### src/hdl/rbap_pkg.sv
`timescale 1ns / 1ps
`default_nettype none

package rbap_pkg;

    // fixed width of the length field on the result port
    localparam int LEN_W = 63;
    localparam int COUNT_WIDTH_DEF = 63;

    localparam logic [7:0] BYTE_CR     = 8'h0D;
    localparam logic [7:0] BYTE_LF     = 8'h0A;
    localparam logic [7:0] MARK_ARRAY  = 8'h2A;
    localparam logic [7:0] MARK_STRING = 8'h24;
    localparam logic [7:0] CHAR_ZERO   = 8'h30;
    localparam logic [7:0] CHAR_NINE   = 8'h39;

    typedef enum logic [2:0] {
        MODE_IDLE,
        MODE_NOISE_CR,
        MODE_HEADER,
        MODE_HEADER_LF,
        MODE_PAYLOAD,
        MODE_PAYLOAD_CR,
        MODE_PAYLOAD_LF
    } t_mode;

    typedef enum logic [2:0] {
        KIND_ARRAY  = 3'd0,
        KIND_STRING = 3'd1,
        KIND_BYTE   = 3'd2,
        KIND_DONE   = 3'd3,
        KIND_ERROR  = 3'd4
    } t_kind;

    typedef enum logic [1:0] {
        ERR_ARRAY  = 2'd0,
        ERR_STRING = 2'd1,
        ERR_CRLF   = 2'd2
    } t_err;

    typedef struct packed {
        logic             valid;
        t_kind            kind;
        logic [7:0]       data;
        logic [LEN_W-1:0] len;
        logic             last;
        t_err             err;
    } t_result;

endpackage

`default_nettype wire

### src/hdl/rbap_digit_acc.sv
`timescale 1ns / 1ps
`default_nettype none

// acc * 10 + digit with overflow against 2^CW - 1
module rbap_digit_acc #(
    parameter int CW = rbap_pkg::COUNT_WIDTH_DEF
) (
    input  wire logic [CW-1:0] i_acc,
    input  wire logic [3:0]    i_digit,
    output logic      [CW-1:0] o_acc,
    output logic               o_overflow
);

    logic [CW+3:0] wide;

    always_comb begin
        wide = {1'b0, i_acc, 3'b000} + {3'b000, i_acc, 1'b0} + {{CW{1'b0}}, i_digit};
        o_acc = wide[CW-1:0];
        o_overflow = |wide[CW+3:CW];
    end

endmodule

`default_nettype wire

### src/hdl/rbap_core.sv
`timescale 1ns / 1ps
`default_nettype none

// parser state and per-byte next-state / result logic
module rbap_core #(
    parameter int CW = rbap_pkg::COUNT_WIDTH_DEF
) (
    input  wire logic            i_clk,
    input  wire logic            i_rst_n,
    input  wire logic            i_step,
    input  wire logic [7:0]      i_byte,
    output rbap_pkg::t_result    o_res
);

    rbap_pkg::t_mode r_mode, n_mode;
    logic            r_is_array, n_is_array;
    logic            r_pos0, n_pos0;
    logic            r_bad, n_bad;
    logic            r_seen, n_seen;
    logic [CW-1:0]   r_acc, n_acc;
    logic [CW-1:0]   r_elems, n_elems;
    logic [CW-1:0]   r_payload, n_payload;

    logic [CW-1:0]   acc_next;
    logic            acc_ovf;
    logic            is_digit;
    logic            last;
    logic [7:0]      mark;
    logic            hdr_fail;

    rbap_digit_acc #(.CW(CW)) u_digit (
        .i_acc      (r_acc),
        .i_digit    (i_byte[3:0]),
        .o_acc      (acc_next),
        .o_overflow (acc_ovf)
    );

    assign is_digit = (i_byte >= rbap_pkg::CHAR_ZERO) && (i_byte <= rbap_pkg::CHAR_NINE);
    assign last = (r_payload <= CW'(1));
    assign mark = r_is_array ? rbap_pkg::MARK_ARRAY : rbap_pkg::MARK_STRING;
    // header closes badly: no LF after CR, bad field, no digits or a zero count
    assign hdr_fail = (i_byte != rbap_pkg::BYTE_LF) || r_bad || !r_seen || (r_acc == '0);

    // next state
    always_comb begin
        n_mode     = r_mode;
        n_is_array = r_is_array;
        n_pos0     = r_pos0;
        n_bad      = r_bad;
        n_seen     = r_seen;
        n_acc      = r_acc;
        n_elems    = r_elems;
        n_payload  = r_payload;

        unique case (r_mode)
            rbap_pkg::MODE_IDLE: begin
                if (i_byte == rbap_pkg::BYTE_CR) begin
                    n_mode = rbap_pkg::MODE_NOISE_CR;
                end else begin
                    // opening byte of an array header: type mark only
                    n_mode     = rbap_pkg::MODE_HEADER;
                    n_is_array = 1'b1;
                    n_pos0     = 1'b0;
                    n_bad      = (i_byte != rbap_pkg::MARK_ARRAY);
                    n_seen     = 1'b0;
                    n_acc      = '0;
                end
            end
            rbap_pkg::MODE_NOISE_CR: begin
                n_mode = rbap_pkg::MODE_IDLE;
            end
            rbap_pkg::MODE_HEADER: begin
                if (i_byte == rbap_pkg::BYTE_CR) begin
                    n_mode = rbap_pkg::MODE_HEADER_LF;
                end else if (r_pos0) begin
                    n_pos0 = 1'b0;
                    if (i_byte != mark) begin
                        n_bad = 1'b1;
                    end
                end else if (is_digit) begin
                    n_seen = 1'b1;
                    if (!r_bad) begin
                        if (acc_ovf) begin
                            n_bad = 1'b1;
                        end else begin
                            n_acc = acc_next;
                        end
                    end
                end else begin
                    n_bad = 1'b1;
                end
            end
            rbap_pkg::MODE_HEADER_LF: begin
                if (hdr_fail) begin
                    n_mode = rbap_pkg::MODE_IDLE;
                end else if (r_is_array) begin
                    n_elems    = r_acc;
                    n_mode     = rbap_pkg::MODE_HEADER;
                    n_is_array = 1'b0;
                    n_pos0     = 1'b1;
                    n_bad      = 1'b0;
                    n_seen     = 1'b0;
                    n_acc      = '0;
                end else begin
                    n_payload = r_acc;
                    n_mode    = rbap_pkg::MODE_PAYLOAD;
                end
            end
            rbap_pkg::MODE_PAYLOAD: begin
                if (last) begin
                    n_payload = '0;
                    n_mode    = rbap_pkg::MODE_PAYLOAD_CR;
                end else begin
                    n_payload = r_payload - CW'(1);
                end
            end
            rbap_pkg::MODE_PAYLOAD_CR: begin
                if (i_byte == rbap_pkg::BYTE_CR) begin
                    n_mode = rbap_pkg::MODE_PAYLOAD_LF;
                end else begin
                    n_mode = rbap_pkg::MODE_IDLE;
                end
            end
            rbap_pkg::MODE_PAYLOAD_LF: begin
                if (i_byte != rbap_pkg::BYTE_LF) begin
                    n_mode = rbap_pkg::MODE_IDLE;
                end else if (r_elems <= CW'(1)) begin
                    n_elems = '0;
                    n_mode  = rbap_pkg::MODE_IDLE;
                end else begin
                    n_elems    = r_elems - CW'(1);
                    n_mode     = rbap_pkg::MODE_HEADER;
                    n_is_array = 1'b0;
                    n_pos0     = 1'b1;
                    n_bad      = 1'b0;
                    n_seen     = 1'b0;
                    n_acc      = '0;
                end
            end
            default: begin
                n_mode = rbap_pkg::MODE_IDLE;
            end
        endcase
    end

    // result for the byte being decoded
    always_comb begin
        o_res      = '0;
        o_res.kind = rbap_pkg::KIND_ARRAY;
        o_res.err  = rbap_pkg::ERR_ARRAY;

        unique case (r_mode)
            rbap_pkg::MODE_NOISE_CR: begin
                if (i_byte != rbap_pkg::BYTE_LF) begin
                    o_res.valid = 1'b1;
                    o_res.kind  = rbap_pkg::KIND_ERROR;
                end
            end
            rbap_pkg::MODE_HEADER_LF: begin
                o_res.valid = 1'b1;
                if (hdr_fail) begin
                    o_res.kind = rbap_pkg::KIND_ERROR;
                    o_res.err  = r_is_array ? rbap_pkg::ERR_ARRAY : rbap_pkg::ERR_STRING;
                end else if (r_is_array) begin
                    o_res.kind = rbap_pkg::KIND_ARRAY;
                    o_res.len  = rbap_pkg::LEN_W'(r_acc);
                end else begin
                    o_res.kind = rbap_pkg::KIND_STRING;
                    o_res.len  = rbap_pkg::LEN_W'(r_acc);
                end
            end
            rbap_pkg::MODE_PAYLOAD: begin
                o_res.valid = 1'b1;
                o_res.kind  = rbap_pkg::KIND_BYTE;
                o_res.data  = i_byte;
                o_res.last  = last;
            end
            rbap_pkg::MODE_PAYLOAD_CR: begin
                if (i_byte != rbap_pkg::BYTE_CR) begin
                    o_res.valid = 1'b1;
                    o_res.kind  = rbap_pkg::KIND_ERROR;
                    o_res.err   = rbap_pkg::ERR_CRLF;
                end
            end
            rbap_pkg::MODE_PAYLOAD_LF: begin
                if (i_byte != rbap_pkg::BYTE_LF) begin
                    o_res.valid = 1'b1;
                    o_res.kind  = rbap_pkg::KIND_ERROR;
                    o_res.err   = rbap_pkg::ERR_CRLF;
                end else if (r_elems <= CW'(1)) begin
                    o_res.valid = 1'b1;
                    o_res.kind  = rbap_pkg::KIND_DONE;
                end
            end
            default: begin
                o_res.valid = 1'b0;
            end
        endcase
    end

    always_ff @(posedge i_clk) begin
        if (!i_rst_n) begin
            r_mode     <= rbap_pkg::MODE_IDLE;
            r_is_array <= 1'b1;
            r_pos0     <= 1'b1;
            r_bad      <= 1'b0;
            r_seen     <= 1'b0;
            r_acc      <= '0;
            r_elems    <= '0;
            r_payload  <= '0;
        end else if (i_step) begin
            r_mode     <= n_mode;
            r_is_array <= n_is_array;
            r_pos0     <= n_pos0;
            r_bad      <= n_bad;
            r_seen     <= n_seen;
            r_acc      <= n_acc;
            r_elems    <= n_elems;
            r_payload  <= n_payload;
        end
    end

endmodule

`default_nettype wire

### src/hdl/resp_bulk_array_parser.sv
`timescale 1ns / 1ps
`default_nettype none

// streaming decoder for messages made of an array of bulk strings
// input channel: one raw byte per transfer (i_valid / o_stall / i_in_byte)
// output channel: zero or one event per input byte (o_valid / i_stall), each
//   event carrying kind, payload byte, length, last-of-string flag, error code
// events are array start, string start, payload byte, message done, error;
//   a consumer drops a message that ends in an error event
// throughput: one byte per cycle, sustained, as long as the receiver keeps up
// a taken byte lands in the input register and is decoded from there; its event
//   is written into the result register, which drives the output channel
// the count accumulator is one add of x8 + x2 + digit per header byte, which
//   sets the critical path between the input register and the count register
// reset (synchronous, active low) empties both registers and puts the parser
//   between messages, ready for a new header
// when the receiver stalls, the result register holds its event unchanged;
//   one more byte may sit in the input register, after which o_stall is raised
// bytes that give no event move through without using the output register
module resp_bulk_array_parser #(
    parameter int COUNT_WIDTH = rbap_pkg::COUNT_WIDTH_DEF
) (
    input  wire logic                       i_clk,
    input  wire logic                       i_rst_n,
    // byte input channel
    input  wire logic                       i_valid,
    output logic                            o_stall,
    input  wire logic [7:0]                 i_in_byte,
    // event output channel
    output logic                            o_valid,
    input  wire logic                       i_stall,
    output logic [2:0]                      o_kind,
    output logic [7:0]                      o_data_byte,
    output logic [rbap_pkg::LEN_W-1:0]      o_length_value,
    output logic                            o_last_of_string,
    output logic [1:0]                      o_error_code
);

    logic              r_in_valid;
    logic [7:0]        r_in_byte;
    logic              r_out_valid;
    rbap_pkg::t_result r_out;
    rbap_pkg::t_result res;

    logic advance;   // result register may take a new value
    logic step;      // buffered byte is decoded this cycle
    logic in_ready;

    assign advance  = !r_out_valid || !i_stall;
    assign step     = r_in_valid && advance;
    assign in_ready = !r_in_valid || advance;
    assign o_stall  = !in_ready;

    rbap_core #(.CW(COUNT_WIDTH)) u_core (
        .i_clk   (i_clk),
        .i_rst_n (i_rst_n),
        .i_step  (step),
        .i_byte  (r_in_byte),
        .o_res   (res)
    );

    // input register
    always_ff @(posedge i_clk) begin
        if (!i_rst_n) begin
            r_in_valid <= 1'b0;
        end else if (in_ready) begin
            r_in_valid <= i_valid;
        end
    end

    always_ff @(posedge i_clk) begin
        if (in_ready && i_valid) begin
            r_in_byte <= i_in_byte;
        end
    end

    // result register
    always_ff @(posedge i_clk) begin
        if (!i_rst_n) begin
            r_out_valid <= 1'b0;
        end else if (advance) begin
            r_out_valid <= step && res.valid;
        end
    end

    always_ff @(posedge i_clk) begin
        if (step) begin
            r_out <= res;
        end
    end

    assign o_valid          = r_out_valid;
    assign o_kind           = r_out.kind;
    assign o_data_byte      = r_out.data;
    assign o_length_value   = r_out.len;
    assign o_last_of_string = r_out.last;
    assign o_error_code     = r_out.err;

endmodule

`default_nettype wire

### config.mk
export PLATFORM = sky130hd
export DESIGN_NAME = resp_bulk_array_parser
export DESIGN_NICKNAME = d
export VERILOG_FILES = /design/src/hdl/rbap_pkg.sv /design/src/hdl/rbap_digit_acc.sv /design/src/hdl/rbap_core.sv /design/src/hdl/resp_bulk_array_parser.sv
export SDC_FILE = /design/constraint.sdc
export NUM_CORES = 1
export LEC_CHECK = 0
export ABC_AREA = 1
export BUFFER_PORTS_ARGS = -buffer_cell sky130_fd_sc_hd__buf_2
export CAP_MARGIN = 20
export CORE_MARGIN = 8
export CORE_UTILIZATION = 64
export CTS_CLUSTER_DIAMETER = 80
export CTS_CLUSTER_SIZE = 40
export DETAILED_ROUTE_END_ITERATION = 8
export PLACE_DENSITY = 0.82
export SKIP_LAST_GASP = 1
export SYNTH_ARGS = -nofsm -noshare
export SYNTH_HDL_FRONTEND = slang
export SYNTH_SLANG_ARGS = --single-unit
### constraint.sdc
create_clock -name i_clk -period 6.93 [get_ports i_clk]
set_input_delay 0.693 -clock i_clk [delete_from_list [all_inputs] [get_ports i_clk]]
set_output_delay 0.693 -clock i_clk [all_outputs]
set_load 0.02 [all_outputs]
=== Word-level counts from Yosys, hierarchy flattened ===
Cells that the tools add are included.

* Muxes and demuxes: 68
* Magnitude comparators: 4
* Reduce and logical (&&, ||, !) cells: 33
* Bitwise gates (word level): 1
* Equality and inequality tests: 26
* Add/sub/neg operators: 4

{| class="wikitable"
|+ Operator list
! operator !! count
|-
| $mux W63 || 17
|-
| $pmux W63 S2 || 2
|-
| $pmux W63 S4 || 1
|-
| $le A63 B1 Y1 const B || 2
|-
| $sub A63 B1 Y63 const B || 2
|-
| $add A66 B64 Y67 || 1
|-
| $add A67 B4 Y67 || 1
|-
| $logic_not A63 Y1 || 1
|-
| $mux W1 || 23
|-
| $mux W3 || 7
|-
| $mux W4 || 5
|-
| $ne A2 B2 Y1 const B || 10
|-
| $pmux W3 S6 || 1
|-
| $ne A8 B4 Y1 const B || 2
|-
| $pmux W3 S5 || 1
|-
| $pmux W1 S4 || 3
|-
| $reduce_and A12 Y1 || 1
|-
| $mux W2 || 5
|-
| $reduce_and A10 Y1 || 1
|-
| $eq A3 B3 Y1 const B || 3
|-
| $reduce_and A9 Y1 || 1
|-
| $eq A8 B4 Y1 const B || 1
|-
| $ge A8 B6 Y1 const B || 1
|-
| $le A8 B6 Y1 const B || 1
|-
| 23 further kinds || 43
|}

* Input bits: 12
* Bits in registers: 283
* Output and inout bits: 79

=== Depth between registers and ports, before layout ===
* Word-level depth: 9
* Mapped depth: 23

=== Cells and area by module ===
Synthesis repeated with hierarchy kept, for this count alone.

* Cells, all modules: 3455
* Area total of the unflattened synthesis: 22006.1 µm²

{| class="wikitable"
|+ By module, submodules not included
! module !! cells an instance !! times used !! seq. area each (µm²) !! area each (µm²)
|-
| rbap_core || 2280 || 1 || 3923.8 || 13337.8
|-
| rbap_digit_acc || 1077 || 1 || 0.0 || 6018.3
|-
| resp_bulk_array_parser || 98 || 1 || 2592.5 || 2650.0
|}

=== Worst setup path after synthesis ===
No wires, ideal clock.

* Kind: input port to flip-flop
* From: in i_stall
* To: reg u_core.r_payload[48]
* Arrival time: 5.941 ns
* Setup slack: 0.872 ns
* Cell stages on the path: 7
* Path buffers: 1
* Cell sequence: a21oi_1 nand2_4 nor2_4 clkbuf_1 o21ai_0 a21oi_2 nor2_1

* Cells in the longest elaborated chain, start to end: 4

{| class="wikitable"
|+ RTL lines
! element !! RTL line !! source
|-
| start, declared || resp_bulk_array_parser.sv:31 || <nowiki>input wire logic i_stall,</nowiki>
|-
| $logic_not A1 Y1 || resp_bulk_array_parser.sv:49 || <nowiki>assign advance = !r_out_valid || !i_stall;</nowiki>
|-
| $logic_or A1 B1 Y1 || resp_bulk_array_parser.sv:49 ||
|-
| $logic_and A1 B1 Y1 || resp_bulk_array_parser.sv:50 || <nowiki>assign step = r_in_valid && advance;</nowiki>
|-
| $reduce_and A4 Y1 (no source line) || n/a ||
|-
| end signal, assigned || rbap_core.sv:219 || <nowiki>r_payload <= n_payload;</nowiki>
|-
| end, declared || rbap_core.sv:22 || <nowiki>logic [CW-1:0] r_payload, n_payload;</nowiki>
|}

No other way between the ends.
A chain may end at the register's enable or synchronous reset.

=== Worst setup path after layout ===
* From: reg u_core.r_acc[2]
* To: reg u_core.r_acc[51]

* Cells in the longest elaborated chain, start to end: 8
* Elaborated cells between the ends (all ways): 14
* Those cells by class: add/sub (2); eq/ne (2); mux (6); reduce/logical (4)

{| class="wikitable"
|+ RTL lines
! element !! RTL line !! source
|-
| start, declared || rbap_core.sv:20 || <nowiki>logic [CW-1:0] r_acc, n_acc;</nowiki>
|-
| start signal, assigned || rbap_core.sv:217 || <nowiki>r_acc <= n_acc;</nowiki>
|-
| $add A66 B64 Y67 || rbap_digit_acc.sv:17 || <nowiki>wide = {1'b0, i_acc, 3'b000} + {3'b000, i_acc, 1'b0} + {{CW{1'b0}}, i_digit};</nowiki>
|-
| $add A67 B4 Y67 || rbap_digit_acc.sv:17 ||
|-
| $mux W63 || rbap_core.sv:83 || <nowiki>if (acc_ovf) begin</nowiki>
|-
| $mux W63 || rbap_core.sv:82 || <nowiki>if (!r_bad) begin</nowiki>
|-
| $mux W63 || rbap_core.sv:80 || <nowiki>end else if (is_digit) begin</nowiki>
|-
| $mux W63 || rbap_core.sv:75 || <nowiki>end else if (r_pos0) begin</nowiki>
|-
| $mux W63 || rbap_core.sv:73 || <nowiki>if (i_byte == rbap_pkg::BYTE_CR) begin</nowiki>
|-
| $pmux W63 S4 || rbap_core.sv:55 || <nowiki>unique case (r_mode)</nowiki>
|}

Several ways; a longest one is shown, not always the timed one. The select of a mux whose other input is x is not followed.

==> metrics.log <==
INFO  metric finalCriticalPeriod = 4.31 ns
INFO  metric worst_slew_margin_rel = 25.8%
INFO  metric most-common-layout-cells = 708 x sky130_fd_sc_hd__nand2_1, 548 x sky130_fd_sc_hd__nor2_1, 341 x sky130_fd_sc_hd__inv_1
INFO  metric gp_congestion = 1.06
INFO  metric cp_common_cell = sky130_fd_sc_hd__nand2_1
INFO  metric syn_area = 21700 sq um
INFO  metric cp_cell_sequence = inv_1 -> fa_1 -> fa_1 -> nand3b_1 -> nand2_1 -> nand3_1 -> nand2_1 -> nand3_1 -> nand2_1 -> nand2_1 -> nand2_1 -> nand2_1 -> nand2_1 -> nor2_4 -> nand2_4 -> nand2_8 -> nand2_4 -> nand2_1 -> a21oi_1
INFO  metric layoutNonFillerInstCount = 3753
INFO  metric grt_pass1_wl = 119000 um
INFO  metric placedInstanceArea = 22300 sq um
INFO  metric clockBufferDepth = 3
INFO  metric cp-start-kind = flip-flop
INFO  metric holdCritPathClass = input port to flip-flop
INFO  metric yosys.area_share.xor_xnor = 4.28%
INFO  metric worst_path_dominant_cell_family = simple AND/OR/NAND/NOR gates
INFO  metric hold_violations = 0
INFO  metric worst_r2r_startpoint = u_core.r_acc[2]$_SDFFE_PN0P_
INFO  metric antenna_found_initial = 0
INFO  metric setup-tns-final = 0 ns
INFO  metric fmax = 232 MHz
INFO  metric compound_cell_area_share_of_the_yosys_netlist = 15.1%
INFO  metric detail_route.vias_per_cell = 6.16
INFO  metric final_design_area_excluding_fillers = 22900 sq um
INFO  metric first_global_vias = 21200
INFO  metric cts.sinks = 283
INFO  metric top_usage_layer = met2
INFO  metric worst_slew_pin_slew = 1.11 ns
INFO  metric cts.hold.buffers_added = 0
INFO  metric cells_resized_by_post_cts_repair = 0
INFO  metric timing.critical_path.slowest_cell_delay = 0.51 ns
INFO  metric hold_path.startpoint = i_in_byte[4]
INFO  metric holdPathEnd = r_in_byte[4]$_DFFE_PP_
INFO  metric power.density_cell_area = 158 nW/um^2
INFO  metric hold-worst-slack = 0.302 ns
INFO  metric regToRegEndpoint = u_core.r_acc[51]$_SDFFE_PN0P_
INFO  metric clock_tree.htree_level_count = 1
INFO  metric post_detailed_route_count_of_antenna_violating_nets = 0
INFO  metric synthAdderAreaFrac = 7.62%
INFO  metric detail_route.wirelength = 77700 um
INFO  metric floorplan.rows = 67
INFO  metric post_synth.cell_area_avg = 6.62 sq um
INFO  metric timing.final.crit_share = 62.2%
INFO  metric clk_pin_slew_worst_paths = 0.13 ns
INFO  metric worstHoldPathCells = 1
INFO  metric floorplan.initialDensity = 64.9%
INFO  metric synth_fp_nets = 3421
INFO  metric synth_seq_area_share = 30.0%
INFO  metric die_h = 200 um
INFO  metric grtUsageTotal = 36.6%
INFO  metric cts-buffers-inserted = 17
INFO  metric async_reset_ff_share = 0%
INFO  metric placed_cells_incl_taps = 3722
INFO  metric gr-usage-met1 = 47.6%
INFO  metric post-cts-setup-buffer-count = 0
INFO  metric grt_remaining_overflow = 0
INFO  metric worst-endpoint-arrival = 4.75 ns
INFO  metric result_of_the_run = complete, no violations
INFO  metric worst-r2r-setup-slack = 2.62 ns
INFO  metric syn-instance-count = 3278
INFO  metric finalSetupViolCount = 0
INFO  metric core = 33400 sq um
INFO  metric slowest_stage = sky130_fd_sc_hd__fa_1
INFO  metric simple_gate_fraction_of_synth_area = 33.7%
INFO  metric multiplexer_area_fraction_after_synthesis = 0%
INFO  metric io_pins = 91
INFO  metric end_kind = flip-flop
INFO  metric detail_route.wl_per_cell = 20.7 um
INFO  metric final_layout_size_suffix_gt1_share = 9.32%
INFO  metric syn_to_final_growth = 5.67%
INFO  metric die_w = 200 um
INFO  metric globalRouteMet3Util = 6.50%
INFO  metric dr_total_vias = 23100
INFO  metric timing.max_cap.violations = 0
INFO  metric seq_cells_post_synth = 283
INFO  metric buffer_and_inverter_count_on_the_worst_path = 1
INFO  metric clock_latency_late_sink = 0.57 ns
INFO  metric report.final.slew_viol_count = 0
INFO  metric die-area = 40100 sq um
INFO  metric max-vdd-ir-drop = 258 uV
INFO  metric p_leak = 11.3 nW
INFO  metric design.final.nets = 3437
INFO  metric yosys_most_used_dff = sky130_fd_sc_hd__dfxtp_1
INFO  metric path_max_fanout = 109
INFO  metric drt_pass1_iterations = 7
INFO  metric dp_hpwl = 58600 um
INFO  metric n_antenna_cell = 0
INFO  metric detail_route.iter0.violations = 3029
INFO  metric setup_ws_final = 2.62 ns
INFO  metric clock-skew-final = 0.0582 ns
INFO  metric pre_cts_slack = 2.45 ns
INFO  metric synth_cell_type_count = 57
INFO  metric final_common_cell = sky130_fd_sc_hd__nand2_1
INFO  metric drc = 0
INFO  metric met2_usage = 56.7%
INFO  metric clockRootBuffer = sky130_fd_sc_hd__clkbuf_16
INFO  metric cts_tree = done
INFO  metric grt_start_max_net_pins = 112
INFO  metric critical_path_required = 7.37 ns
INFO  metric total_of_buffers_placed_on_input_and_output_ports = 90
INFO  metric unrepaired_setup_endpoints_after_global_routing = no
INFO  metric worstRegToRegCells = 19
INFO  metric critical_path_class = flip-flop to flip-flop
INFO  metric synth_enable_flop_cells = 85
INFO  metric synth_top_family_by_area = simple AND/OR/NAND/NOR gates
INFO  metric yosysWarnings = 0
## report_power, final
part | internal [W] | switching, W
clock | 0.000538 | 0.000715
sequential | 0.00175 | 0.0000875
combinational | 0.000180 | 0.000356
total | 0.00246 | 0.00116
## routing by layer
metal	wire, um	up-vias
met1	30200	10500
met3	8920	322
li1	-	10700
met5	0	-
met2	33000	1555
met4	5490	0
## state kept, by name, summed over array words and instances, names as in the netlist
register / count
o_data_byte: 8
o_error_code: 2
o_kind: 3
o_last_of_string: 1
o_length_value: 63
o_valid: 1
r_in_byte: 8
r_in_valid: 1
u_core.r_acc: 63
u_core.r_bad: 1
u_core.r_elems: 63
u_core.r_is_array: 1
u_core.r_mode: 3
u_core.r_payload: 63
u_core.r_pos0: 1
u_core.r_seen: 1
## area by class of cell
class	instances	area, sq um
clock buffer	18	450
clock inverter	12	213
fill	2907	10500
inverter	378	1420
multi-input combinational	2510	13200
sequential	283	6520
tap	448	561
timing repair buffer	104	571
## Yosys cell counts (all sizes together) (6+ instances only)
| cell type | number | area, sq um |
|---|---|---|
| xor2 | 70 | 613 |
| clkbuf | 53 | 199 |
| a21oi | 331 | 1780 |
| inv | 376 | 1410 |
| o22ai | 27 | 169 |
| a22oi | 20 | 150 |
| nand2 | 735 | 2870 |
| and3 | 6 | 37.5 |
| o21ai | 162 | 811 |
| nand4 | 43 | 290 |
| xnor2 | 36 | 315 |
| nor3 | 54 | 305 |
| ha | 129 | 1610 |
| edfxtp | 85 | 2550 |
| nand3 | 182 | 921 |
| nor2 | 579 | 2340 |
| nor4 | 29 | 181 |
| dfxtp | 198 | 3960 |
| nand3b | 13 | 97.6 |
| o21bai | 26 | 195 |
| or2 | 40 | 250 |
| buf | 53 | 382 |
## through the flow
| step | power [W] | util (%) |
|---|---|---|
| floorplan | 0.00221 | - |
| global placement | 0.00237 | 66.5 |
| detailed placement | 0.00238 | 66.5 |
| CTS | 0.00359 | 68.5 |
| global route | 0.00372 | 68.6 |
| finish | 0.00362 | 68.6 |
## worst max path at each step
stage	start	end	depth (start not counted)
after floorplan	i_stall	u_core.r_payload[48]$_SDFFE_PN0P_	7
after CTS	u_core.r_acc[2]$_SDFFE_PN0P_	u_core.r_acc[51]$_SDFFE_PN0P_	19
final	u_core.r_acc[2]$_SDFFE_PN0P_	u_core.r_acc[51]$_SDFFE_PN0P_	19
after detailed placement	i_stall	u_core.r_payload[61]$_SDFFE_PN0P_	8
after global routing	u_core.r_acc[2]$_SDFFE_PN0P_	u_core.r_acc[55]$_SDFFE_PN0P_	19
after global placement	i_stall	u_core.r_payload[61]$_SDFFE_PN0P_	8
## cells by family (layout without fill, tap and decap cells)
group | count (synthesis) | count (layout)
and+or+nand+nor | 1685 | 1685
buffers and inverters | 485 | 512
DFF | 283 | 283
adders and majority gates | 131 | 131
AOI/OAI and AO/OA | 588 | 588
xor gates and xnor gates | 106 | 106
Power figures use the tool's default switching activity.
